`src/rtl/phsf_pkg.sv`:
```
// ----------------------------------------------------------------------------
// phsf_pkg
// Shared widths, register indexes, reset values and handoff types of the
// high-pass sync framer.
// ----------------------------------------------------------------------------
package phsf_pkg;

    localparam int SAMPLE_W   = 32;
    localparam int IN_SHIFT   = 8;
    localparam int COEF_W     = 15;
    localparam int COEF_FRAC  = 15;
    localparam int SHIFT_W    = 4;
    localparam int BLEN_W     = 13;
    localparam int PCM_W      = 16;
    localparam int BYTE_W     = 8;
    localparam int CFG_ADDR_W = 2;
    localparam int CFG_DATA_W = 15;
    localparam int PROD_W     = SAMPLE_W + COEF_W + 1;

    typedef enum logic [CFG_ADDR_W-1:0] {
        CFG_GAIN_SHIFT  = 2'd0,
        CFG_FILTER_COEF = 2'd1,
        CFG_BLOCK_LEN   = 2'd2
    } cfg_idx_t;

    localparam logic [SHIFT_W-1:0] GAIN_SHIFT_RST = 4'd4;
    localparam logic [COEF_W-1:0]  COEF_RST       = 15'd31226;
    localparam logic [BLEN_W-1:0]  BLEN_RST       = 13'd1024;

    localparam logic [BYTE_W-1:0] SYNC_A = 8'hA5;
    localparam logic [BYTE_W-1:0] SYNC_B = 8'h5A;

    // filtered and clamped sample handed from the filter to the framer
    typedef struct packed {
        logic             valid;
        logic [PCM_W-1:0] pcm;
    } phsf_sample_t;

endpackage

```
`src/rtl/phsf_filter.sv`:
```
// ----------------------------------------------------------------------------
// phsf_filter
// Cascade of one-pole Q15 high-pass sections on one shared multiplier and
// adder, followed by the gain shift and int16 clamp.
// ----------------------------------------------------------------------------
module phsf_filter
    import phsf_pkg::*;
#(
    parameter int STAGES = 3
) (
    input  logic                       aclk,
    input  logic                       aresetn,
    input  logic                       in_valid,
    output logic                       in_ready,
    input  logic signed [SAMPLE_W-1:0] in_sample,
    input  logic [SHIFT_W-1:0]         gain_shift,
    input  logic [COEF_W-1:0]          filter_coef,
    output phsf_sample_t               sample_out,
    input  logic                       sample_taken
);

    localparam int STG_W = (STAGES > 1) ? $clog2(STAGES) : 1;
    localparam int SUM_W = SAMPLE_W + 4;
    localparam int FB_W  = PROD_W - COEF_FRAC;

    typedef enum logic [2:0] {
        ST_IDLE,
        ST_MUL,
        ST_ADD,
        ST_SCALE,
        ST_DONE
    } state_t;

    state_t                     state_reg;
    logic [STG_W-1:0]           stage_reg;
    logic signed [SAMPLE_W-1:0] x_reg;
    logic signed [PROD_W-1:0]   prod_reg;
    logic [PCM_W-1:0]           pcm_reg;
    logic signed [SAMPLE_W-1:0] prev_in_reg  [STAGES];
    logic signed [SAMPLE_W-1:0] prev_out_reg [STAGES];

    logic signed [SAMPLE_W-1:0] pout_sel;
    logic signed [SAMPLE_W-1:0] pin_sel;
    logic signed [PROD_W-1:0]   prod_next;
    logic signed [FB_W-1:0]     fb;
    logic signed [SUM_W-1:0]    sum;
    logic signed [SAMPLE_W-1:0] y_sat;
    logic signed [SAMPLE_W-1:0] scaled;
    logic [PCM_W-1:0]           pcm_next;
    logic                       last_stage;

    assign pout_sel   = prev_out_reg[stage_reg];
    assign pin_sel    = prev_in_reg[stage_reg];
    assign last_stage = (stage_reg == STG_W'(STAGES - 1));

    // the shared multiplier: this section's previous output times the coefficient
    assign prod_next = PROD_W'(pout_sel * $signed({1'b0, filter_coef}));

    // floor shift by the Q15 fraction is just dropping the low bits
    assign fb  = prod_reg[PROD_W-1:COEF_FRAC];
    assign sum = SUM_W'(x_reg) - SUM_W'(pin_sel) + SUM_W'(fb);

    always_comb begin
        if (sum[SUM_W-1:SAMPLE_W-1] == '0 || sum[SUM_W-1:SAMPLE_W-1] == '1) begin
            y_sat = sum[SAMPLE_W-1:0];
        end else if (sum[SUM_W-1]) begin
            y_sat = {1'b1, {(SAMPLE_W-1){1'b0}}};
        end else begin
            y_sat = {1'b0, {(SAMPLE_W-1){1'b1}}};
        end
    end

    assign scaled = x_reg >>> gain_shift;

    always_comb begin
        if (scaled[SAMPLE_W-1:PCM_W-1] == '0 || scaled[SAMPLE_W-1:PCM_W-1] == '1) begin
            pcm_next = scaled[PCM_W-1:0];
        end else if (scaled[SAMPLE_W-1]) begin
            pcm_next = {1'b1, {(PCM_W-1){1'b0}}};
        end else begin
            pcm_next = {1'b0, {(PCM_W-1){1'b1}}};
        end
    end

    always_ff @(posedge aclk) begin
        if (!aresetn) begin
            state_reg <= ST_IDLE;
            stage_reg <= '0;
            for (int i = 0; i < STAGES; i++) begin
                prev_in_reg[i]  <= '0;
                prev_out_reg[i] <= '0;
            end
        end else begin
            case (state_reg)
                ST_IDLE: begin
                    if (in_valid) begin
                        x_reg     <= in_sample >>> IN_SHIFT;
                        stage_reg <= '0;
                        state_reg <= ST_MUL;
                    end
                end
                ST_MUL: begin
                    prod_reg  <= prod_next;
                    state_reg <= ST_ADD;
                end
                ST_ADD: begin
                    prev_in_reg[stage_reg]  <= x_reg;
                    prev_out_reg[stage_reg] <= y_sat;
                    x_reg                   <= y_sat;
                    if (last_stage) begin
                        state_reg <= ST_SCALE;
                    end else begin
                        stage_reg <= stage_reg + 1'b1;
                        state_reg <= ST_MUL;
                    end
                end
                ST_SCALE: begin
                    pcm_reg   <= pcm_next;
                    state_reg <= ST_DONE;
                end
                ST_DONE: begin
                    if (sample_taken) begin
                        state_reg <= ST_IDLE;
                    end
                end
                default: begin
                    state_reg <= ST_IDLE;
                end
            endcase
        end
    end

    assign in_ready         = (state_reg == ST_IDLE);
    assign sample_out.valid = (state_reg == ST_DONE);
    assign sample_out.pcm   = pcm_reg;

endmodule

```
`src/rtl/phsf_framer.sv`:
```
// ----------------------------------------------------------------------------
// phsf_framer
// Byte sequencer: sync header at frame start, then the sample low byte and
// high byte, with the frame position counter.
// ----------------------------------------------------------------------------
module phsf_framer
    import phsf_pkg::*;
#(
    parameter int MAX_BLOCK = 4096
) (
    input  logic              aclk,
    input  logic              aresetn,
    input  phsf_sample_t      sample_in,
    output logic              sample_taken,
    input  logic [BLEN_W-1:0] block_len,
    output logic              m_tvalid,
    input  logic              m_tready,
    output logic [BYTE_W-1:0] m_tdata,
    output logic              m_tuser,
    output logic              m_tlast
);

    localparam int POS_W = $clog2(MAX_BLOCK + 1);
    localparam int LEN_W = (POS_W > BLEN_W) ? POS_W : BLEN_W;

    localparam logic [2:0] BYTE_FIRST = 3'd0;
    localparam logic [2:0] BYTE_LO    = 3'd4;
    localparam logic [2:0] BYTE_HI    = 3'd5;

    logic             busy_reg;
    logic [2:0]       idx_reg;
    logic [PCM_W-1:0] pcm_reg;
    logic [POS_W-1:0] pos_reg;

    logic [LEN_W-1:0] blen_ext;
    logic [LEN_W-1:0] len_wide;
    logic [POS_W-1:0] len;
    logic [POS_W-1:0] pos_inc;

    assign blen_ext = LEN_W'(block_len);

    // zero length acts as one, anything above the frame limit saturates
    always_comb begin
        if (blen_ext == '0) begin
            len_wide = LEN_W'(1);
        end else if (blen_ext > LEN_W'(MAX_BLOCK)) begin
            len_wide = LEN_W'(MAX_BLOCK);
        end else begin
            len_wide = blen_ext;
        end
    end

    assign len          = POS_W'(len_wide);
    assign pos_inc      = pos_reg + 1'b1;
    assign sample_taken = sample_in.valid && !busy_reg;

    always_ff @(posedge aclk) begin
        if (!aresetn) begin
            busy_reg <= 1'b0;
            idx_reg  <= BYTE_FIRST;
            pos_reg  <= '0;
        end else begin
            if (sample_taken) begin
                busy_reg <= 1'b1;
                pcm_reg  <= sample_in.pcm;
                idx_reg  <= (pos_reg == '0) ? BYTE_FIRST : BYTE_LO;
                pos_reg  <= (pos_inc >= len) ? '0 : pos_inc;
            end else if (busy_reg && m_tready) begin
                if (idx_reg == BYTE_HI) begin
                    busy_reg <= 1'b0;
                end else begin
                    idx_reg <= idx_reg + 1'b1;
                end
            end
        end
    end

    always_comb begin
        case (idx_reg)
            BYTE_LO: m_tdata = pcm_reg[BYTE_W-1:0];
            BYTE_HI: m_tdata = pcm_reg[PCM_W-1:BYTE_W];
            default: m_tdata = idx_reg[0] ? SYNC_B : SYNC_A;
        endcase
    end

    assign m_tvalid = busy_reg;
    assign m_tuser  = (idx_reg < BYTE_LO);
    assign m_tlast  = (idx_reg == BYTE_HI);

endmodule

```
`src/rtl/pcm_highpass_sync_framer.sv`:
```
// ----------------------------------------------------------------------------
// pcm_highpass_sync_framer
// DC-blocking high-pass cascade on microphone words with a framed byte
// stream output carrying a sync header at the start of every block.
// ----------------------------------------------------------------------------
//  channel   dir  tdata                    tuser     tlast
//  s_*       in   left_sample[31:0]        -         -
//  m_*       out  out_byte[7:0]            is_magic  last (sample high byte)
//  cfg_*     in   gain shift / filter_coef / block_len by cfg_addr
//
//  one sample passes through the filter as accept, a multiply and an add step
//  per section on the shared multiplier, scale, handoff
//  the framer sends 2 bytes, or 6 at a frame start, overlapping the next sample
//  m_tready low holds the byte sequencer; the filter then waits after scaling
//  aresetn is synchronous; it clears filter history and frame position
// ----------------------------------------------------------------------------
module pcm_highpass_sync_framer
    import phsf_pkg::*;
#(
    parameter int STAGES    = 3,
    parameter int MAX_BLOCK = 4096
) (
    input  logic                  aclk,
    input  logic                  aresetn,
    input  logic                  s_tvalid,
    output logic                  s_tready,
    input  logic [SAMPLE_W-1:0]   s_tdata,     // [31:0] left_sample
    output logic                  m_tvalid,
    input  logic                  m_tready,
    output logic [BYTE_W-1:0]     m_tdata,     // [7:0] out_byte
    output logic                  m_tuser,     // [0] is_magic
    output logic                  m_tlast,
    input  logic                  cfg_wr_en,
    input  logic [CFG_ADDR_W-1:0] cfg_addr,
    input  logic [CFG_DATA_W-1:0] cfg_wr_data
);

    logic [SHIFT_W-1:0] gain_shift_reg;
    logic [COEF_W-1:0]  coef_reg;
    logic [BLEN_W-1:0]  blen_reg;

    phsf_sample_t sample;
    logic         sample_taken;

    always_ff @(posedge aclk) begin
        if (!aresetn) begin
            gain_shift_reg <= GAIN_SHIFT_RST;
            coef_reg       <= COEF_RST;
            blen_reg       <= BLEN_RST;
        end else if (cfg_wr_en) begin
            case (cfg_addr)
                CFG_GAIN_SHIFT:  gain_shift_reg <= cfg_wr_data[SHIFT_W-1:0];
                CFG_FILTER_COEF: coef_reg       <= cfg_wr_data[COEF_W-1:0];
                CFG_BLOCK_LEN:   blen_reg       <= cfg_wr_data[BLEN_W-1:0];
                default: ;
            endcase
        end
    end

    phsf_filter #(
        .STAGES(STAGES)
    ) u_filter (
        .aclk        (aclk),
        .aresetn     (aresetn),
        .in_valid    (s_tvalid),
        .in_ready    (s_tready),
        .in_sample   ($signed(s_tdata)),
        .gain_shift  (gain_shift_reg),
        .filter_coef (coef_reg),
        .sample_out  (sample),
        .sample_taken(sample_taken)
    );

    phsf_framer #(
        .MAX_BLOCK(MAX_BLOCK)
    ) u_framer (
        .aclk        (aclk),
        .aresetn     (aresetn),
        .sample_in   (sample),
        .sample_taken(sample_taken),
        .block_len   (blen_reg),
        .m_tvalid    (m_tvalid),
        .m_tready    (m_tready),
        .m_tdata     (m_tdata),
        .m_tuser     (m_tuser),
        .m_tlast     (m_tlast)
    );

endmodule

```
`config.mk`:
```
export PLATFORM = sky130hd
export DESIGN_NAME = pcm_highpass_sync_framer
export DESIGN_NICKNAME = d
export VERILOG_FILES = /design/src/rtl/phsf_pkg.sv /design/src/rtl/phsf_filter.sv /design/src/rtl/phsf_framer.sv /design/src/rtl/pcm_highpass_sync_framer.sv
export SDC_FILE = /design/constraint.sdc
export NUM_CORES = 2
export LEC_CHECK = 0
export ABC_CLOCK_PERIOD_IN_PS = 9310
export BUFFER_PORTS_ARGS = -buffer_cell sky130_fd_sc_hd__buf_2
export CORE_AREA = 3 3 266 268
export CTS_CLUSTER_DIAMETER = 200
export DETAILED_ROUTE_END_ITERATION = 7
export DIE_AREA = 0 0 269 271
export PLACE_DENSITY = 0.71
export SLEW_MARGIN = 25
export SYNTH_ARGS = -nofsm -noshare
export SYNTH_HDL_FRONTEND = slang
export SYNTH_SLANG_ARGS = --single-unit
```
`constraint.sdc`:
```
create_clock -name aclk -period 9.31 [get_ports aclk]
set_input_delay 0.4655 -clock aclk [delete_from_list [all_inputs] [get_ports aclk]]
set_output_delay 0.4655 -clock aclk [all_outputs]
set_load 0.02 [all_outputs]
```
After elaboration in Yosys (flattened, before gate mapping)
Memories as Yosys holds them, arrays and structs flattened. A register that Yosys moved wholly into a read port is not among the register bits.
Cells that the tools add are included.
{"block": "totals", "reg_bits": 166, "ram_bits": 192, "inputBits": 54, "output_inout_bits": 12, "mem_count": 2}
{"block": "op_classes", "n_addsub": 5, "mul": 1, "order_cmp": 3, "eq_ne": 15, "shifts": 1, "n_mux": 39, "n_reduce_logical": 27}
{"name": "u_filter.prev_in_reg", "depth": 3, "width": 32, "rd": 1, "rd_ports_with_merged_regs": 1, "wr": 3, "line_no": "phsf_filter.sv:39", "rtl": "logic signed [SAMPLE_W-1:0] prev_in_reg [STAGES];"}
{"name": "u_filter.prev_out_reg", "depth": 3, "width": 32, "rd": 1, "rd_ports_with_merged_regs": 1, "wr": 3, "line_no": "phsf_filter.sv:40", "rtl": "logic signed [SAMPLE_W-1:0] prev_out_reg [STAGES];"}
{"op": "$mux W32", "count": 5}
{"op": "$pmux W32 S2", "count": 1}
{"op": "$reduce_or A32 Y1", "count": 2}
{"op": "$mul A32 B16 Y48", "count": 1}
{"op": "$mux W13", "count": 3}
{"op": "$add A33 B33 Y34", "count": 1}
{"op": "$sub A32 B32 Y33", "count": 1}
{"op": "$mux W16", "count": 2}
{"op": "$sshr A32 B4 Y32", "count": 1}
{"op": "$logic_not A13 Y1", "count": 2}
{"op": "$mux W2", "count": 9}
{"op": "$mux W3", "count": 6}
{"op": "$reduce_and A2 Y1", "count": 9}
{"op": "$eq A17 B17 Y1 const B", "count": 1}
{"op": "$logic_not A17 Y1", "count": 1}
{"op": "$pmux W8 S2", "count": 1}
{"op": "$pmux W3 S5", "count": 1}
{"op": "$add A13 B1 Y13 const B", "count": 1}
{"op": "$ge A13 B13 Y1", "count": 1}
{"op": "$gt A13 B13 Y1 const B", "count": 1}
{"op": "$eq A3 B3 Y1 const B", "count": 3}
{"op": "$mux W1", "count": 9}
{"op": "$mux W8", "count": 1}
{"op": "$eq A3 B2 Y1 const B", "count": 2}
{"op": "18 further kinds", "count": 26}

Logic depth before layout (Yosys ltp)
{"block": "depth", "ltp_word": 6, "mapped_depth": 27, "depth_no_buf": 25}

Cells and area by module
From an unflattened synthesis, not the netlist that was laid out.
{"block": "hier_totals", "cells_unflattened": 3623, "hier_area_um2": 37694.9}
{"module": "phsf_filter", "instances": 1, "cells_per_inst": 3291, "area_each_um2": 34454.3}
{"module": "phsf_framer", "instances": 1, "cells_per_inst": 194, "area_each_um2": 1936.9}
{"module": "pcm_highpass_sync_framer", "instances": 1, "cells_per_inst": 138, "area_each_um2": 1303.8}

Worst setup path after synthesis
No wires, ideal clock.
{"block": "synth_path", "kind": "reg2reg", "startpoint": "register with a tool-made name", "endpoint": "register u_filter.prod_reg[47], data pin", "t_arrival_ns": 7.147, "slack_ns": 1.903, "stages_incl_launch_ff": 25, "path_buffers": 3, "synth_period_minus_slack_ns": 7.407, "cell_sequence": "dfxtp_1 > buf_6 > buf_1 > mux4_2 > clkbuf_1 > and2_1 > fa_1 > inv_1 > fa_1 > fa_1 > inv_1 > fa_1 > fa_1 > fa_1 > ha_1 > a21oi_1 > o221ai_1 > a31oi_1 > o211ai_2 > a211oi_2 > o21ai_1 > a311o_1 > o22a_1 > a21oi_1 > xnor2_1"}
{"item": "end signal, assigned", "line_no": "phsf_filter.sv:103", "rtl": "prod_reg <= prod_next;"}
{"item": "end, declared", "line_no": "phsf_filter.sv:37", "rtl": "logic signed [PROD_W-1:0] prod_reg;"}

==> metrics.txt <==
sink of the worst hold path coef_reg[13]; number of global-route vias before repair 26839; filler cell count 5760; Worst Reg-to-Reg Cells 23; clock root buffer sky130_fd_sc_hd__clkbuf_16; count of H-tree levels built during CTS 2; number of flops mapped to enable cells by yosys approximately 350; Placement Rows between 90 and 100; number of detailed-routing iterations run before antenna repair 7; combined flip-flop and latch cell area approximately 12000 sq um; global-route usage over all layers 26.32%; top library cells by usage in the layout, fill and taps aside sky130_fd_sc_hd__inv_1, sky130_fd_sc_hd__fa_1, sky130_fd_sc_hd__nand2_1; global-route wire length before repair 149500 um; maximum buffer depth of the clock tree 3; Critical Path Source Type flop; sink count of the clock tree 409; Final Hold Fails 0; sequential cell area fraction in the yosys report 31.21%; total instance count after detailed placement ~4400; antenna violations before repair 3; Syn Std Cell Area around 38000 sq um; die width 269 um; chip height between 200 and 300 um; post-route clock skew between 0.015 and 0.02 ns; gp weighted congestion a little over 0.9; area share of and/or/nand/nor cells after synthesis ~13%; Floorplan Core Area 68590 sq um; average wire per standard cell 20.37 um; ratio of final minimum period to clock period 86.89%; count of routing violations after the opening detailed-route iteration 2381; Reg2Reg Capture Point u_filter.prod_reg[47]; detailed placer's ending HPWL 67850 um; peak clock frequency supported by timing 123.6 MHz; post-CTS setup buffer count 0; outcome finished, final reports clean; antenna-violating nets left 0; measured slew at the worst slew-check pin 1.073 ns; TritonCTS clock tree yes; Num CTS Buffers 42; worst path required time a little under 10 ns; commonest non-fill, non-tap cell in the layout sky130_fd_sc_hd__inv_1; synthesis-to-layout area growth 6.750%; net count of the mapped netlist 4309; count of synthesis-stage warnings from yosys 0; xor/xnor cell area share of the yosys netlist 1.962%; area occupied by multi-input gates 22800 sq um; max_cap viols 0; top_reg_cell synth sky130_fd_sc_hd__edfxtp_1; overflow left after global routing 0; number of port buffers 57; CTS-repair resized insts 0; Synth async-reset ratio 0%; mux share of post-synthesis cell area 5.714%; Synth Area in Compound Gates a little under 8%; final WL 92240 um; number of cells traversed by the worst hold path 3; adder and majority cell fraction of the synthesized area 31.47%; main combinational cell family by area after synthesis adder cells; shortest clock period the worst path allows after layout 8.089 ns; via total after detailed routing about 26000; area enclosed by the die boundary 72900 sq um; Setup Crit Path Kind flop to flop; Min-Delay Path Class input port to flop; Slew Limit Headroom between 20% and 30%; crit path capture type flop; total setup violations reported at the end of the flow 0; vias per cell around 5.8; max-slew violations 0; maximum number of pins on one net before global-route repair 101; share of post-route cells with drive strength above 1 8.236%; Nets between 4000 and 5000; clock transition at the register clock pins on the worst setup and hold paths after CTS 0.06 ns; final standard cell count with taps included and fillers excluded 4528; number of top-level design ports 66; post-placement worst setup slack around 1.2 ns; flop and latch count out of synthesis 409; Initial Utilization between 50% and 60%; Worst Min Path Start cfg_wr_data[13]; mean instance size in the synthesized netlist about 10 sq um; count of hold-fix buffers inserted at cts 0; number of unique standard cell types used by synthesis 84; post-detailed-route DRC marker count 0; RSZ-0062 raised after global routing false; setup slack of the worst register-to-register path 1.22 ns; Critical Path AT roughly 8.4 ns; CP max FO 34; Post-Syn Instances 3602; clk_lat worst skew 0.56 ns; post-route setup slack 1.221 ns; final setup TNS 0 ns
[how the worst max path moves through the flow]
stage | start | endpoint | depth (start not counted)
2_1_floorplan | flop | u_filter.prod_reg[47] | 24
3_3_place_gp | flop | u_filter.prod_reg[34] | 22
3_5_place_dp | flop | u_filter.prod_reg[47] | 23
4_1_cts | flop | u_filter.prod_reg[47] | 23
5_1_grt | flop | u_filter.prod_reg[34] | 22
6_report | flop | u_filter.prod_reg[47] | 23
[layout make-up]
class                   count  share of cell area, %
flip-flops and latches    409                  29.26
clock inverters            22                 0.6460
inverters                 635                  5.946
repair buffers             96                  1.442
multi-input cells        2378                  56.88
diodes                      3                0.01873
clock buffers              54                  2.896
well taps                 931                  2.906
[critical path: stages (launching register included)]
cell and delay [ns]:
sky130_fd_sc_hd__dfxtp_4 0.82, sky130_fd_sc_hd__mux4_2 0.82, sky130_fd_sc_hd__and2_1 0.28, sky130_fd_sc_hd__fa_1 0.54
sky130_fd_sc_hd__inv_1 0.05, sky130_fd_sc_hd__fa_1 0.47, sky130_fd_sc_hd__fa_1 0.52, sky130_fd_sc_hd__inv_1 0.05
sky130_fd_sc_hd__fa_1 0.44, sky130_fd_sc_hd__fa_1 0.51, sky130_fd_sc_hd__inv_1 0.06, sky130_fd_sc_hd__fa_1 0.53
sky130_fd_sc_hd__inv_1 0.06, sky130_fd_sc_hd__ha_1 0.34, sky130_fd_sc_hd__a21oi_1 0.21, sky130_fd_sc_hd__o21ai_0 0.14
sky130_fd_sc_hd__a31oi_1 0.19, sky130_fd_sc_hd__o211ai_2 0.19, sky130_fd_sc_hd__a211oi_2 0.42, sky130_fd_sc_hd__o21ai_1 0.22
sky130_fd_sc_hd__a311o_1 0.40, sky130_fd_sc_hd__o22a_1 0.25, sky130_fd_sc_hd__a21oi_1 0.19, sky130_fd_sc_hd__xnor2_1 0.09
[Yosys cell counts, drive strengths merged (16+ instances only)]
cell type | count | area (sq um)
a21o | 27 | 202.7
fa | 486 | 9729
and3 | 16 | 100.1
clkbuf | 144 | 540.5
nor2b | 21 | 131.4
nand2b | 18 | 135.1
dfxtp | 56 | 1121
xnor2 | 48 | 439.2
xor2 | 34 | 297.8
nand2 | 472 | 1779
a21oi | 172 | 868.3
nor2 | 172 | 645.6
edfxtp | 353 | 10600
mux2i | 31 | 310.3
nand3 | 48 | 240.2
a21boi | 26 | 198.9
buf | 36 | 197.7
mux4 | 81 | 1824
a22oi | 19 | 177.7
ha | 167 | 2090
a211oi | 27 | 217.7
a31oi | 22 | 158.9
nor3 | 21 | 105.1
inv | 635 | 2384
o211ai | 16 | 135.1
and2 | 243 | 1520
o21ai | 95 | 479.2
[routing by layer]
metal,vias to the layer above,global-route usage [%],share of wire (%)
met5,-,0,0
met4,0,6.980,2.7
met3,159,3.410,8.0
met2,1067,41.03,46
met1,13229,39.23,43
li1,11595,-,-
[stage by stage]
step                utilization [%]  hold slack, ns  instance area [sq um]
floorplan                         -          0.4003                  37550
global placement              56.34          0.4011                  38640
detailed placement            56.34          0.4045                  38640
CTS                           58.41          0.1092                  40060
global route                  58.45          0.1418                  40090
finish                        58.45          0.1238                  40090
[cell families (layout without fill, tap and decap cells)]
logic type,after synthesis,after routing
compound gates,467,467
xor+xnor,82,82
fa+ha+maj,653,653
buf+inv,815,807
flops,409,409
mux,113,113
other cells,0,3
simple gates,1063,1063
Power is left out: the tool's default activity adds up to more than one toggle a clock period on the data nets, which glitch-free logic cannot reach.
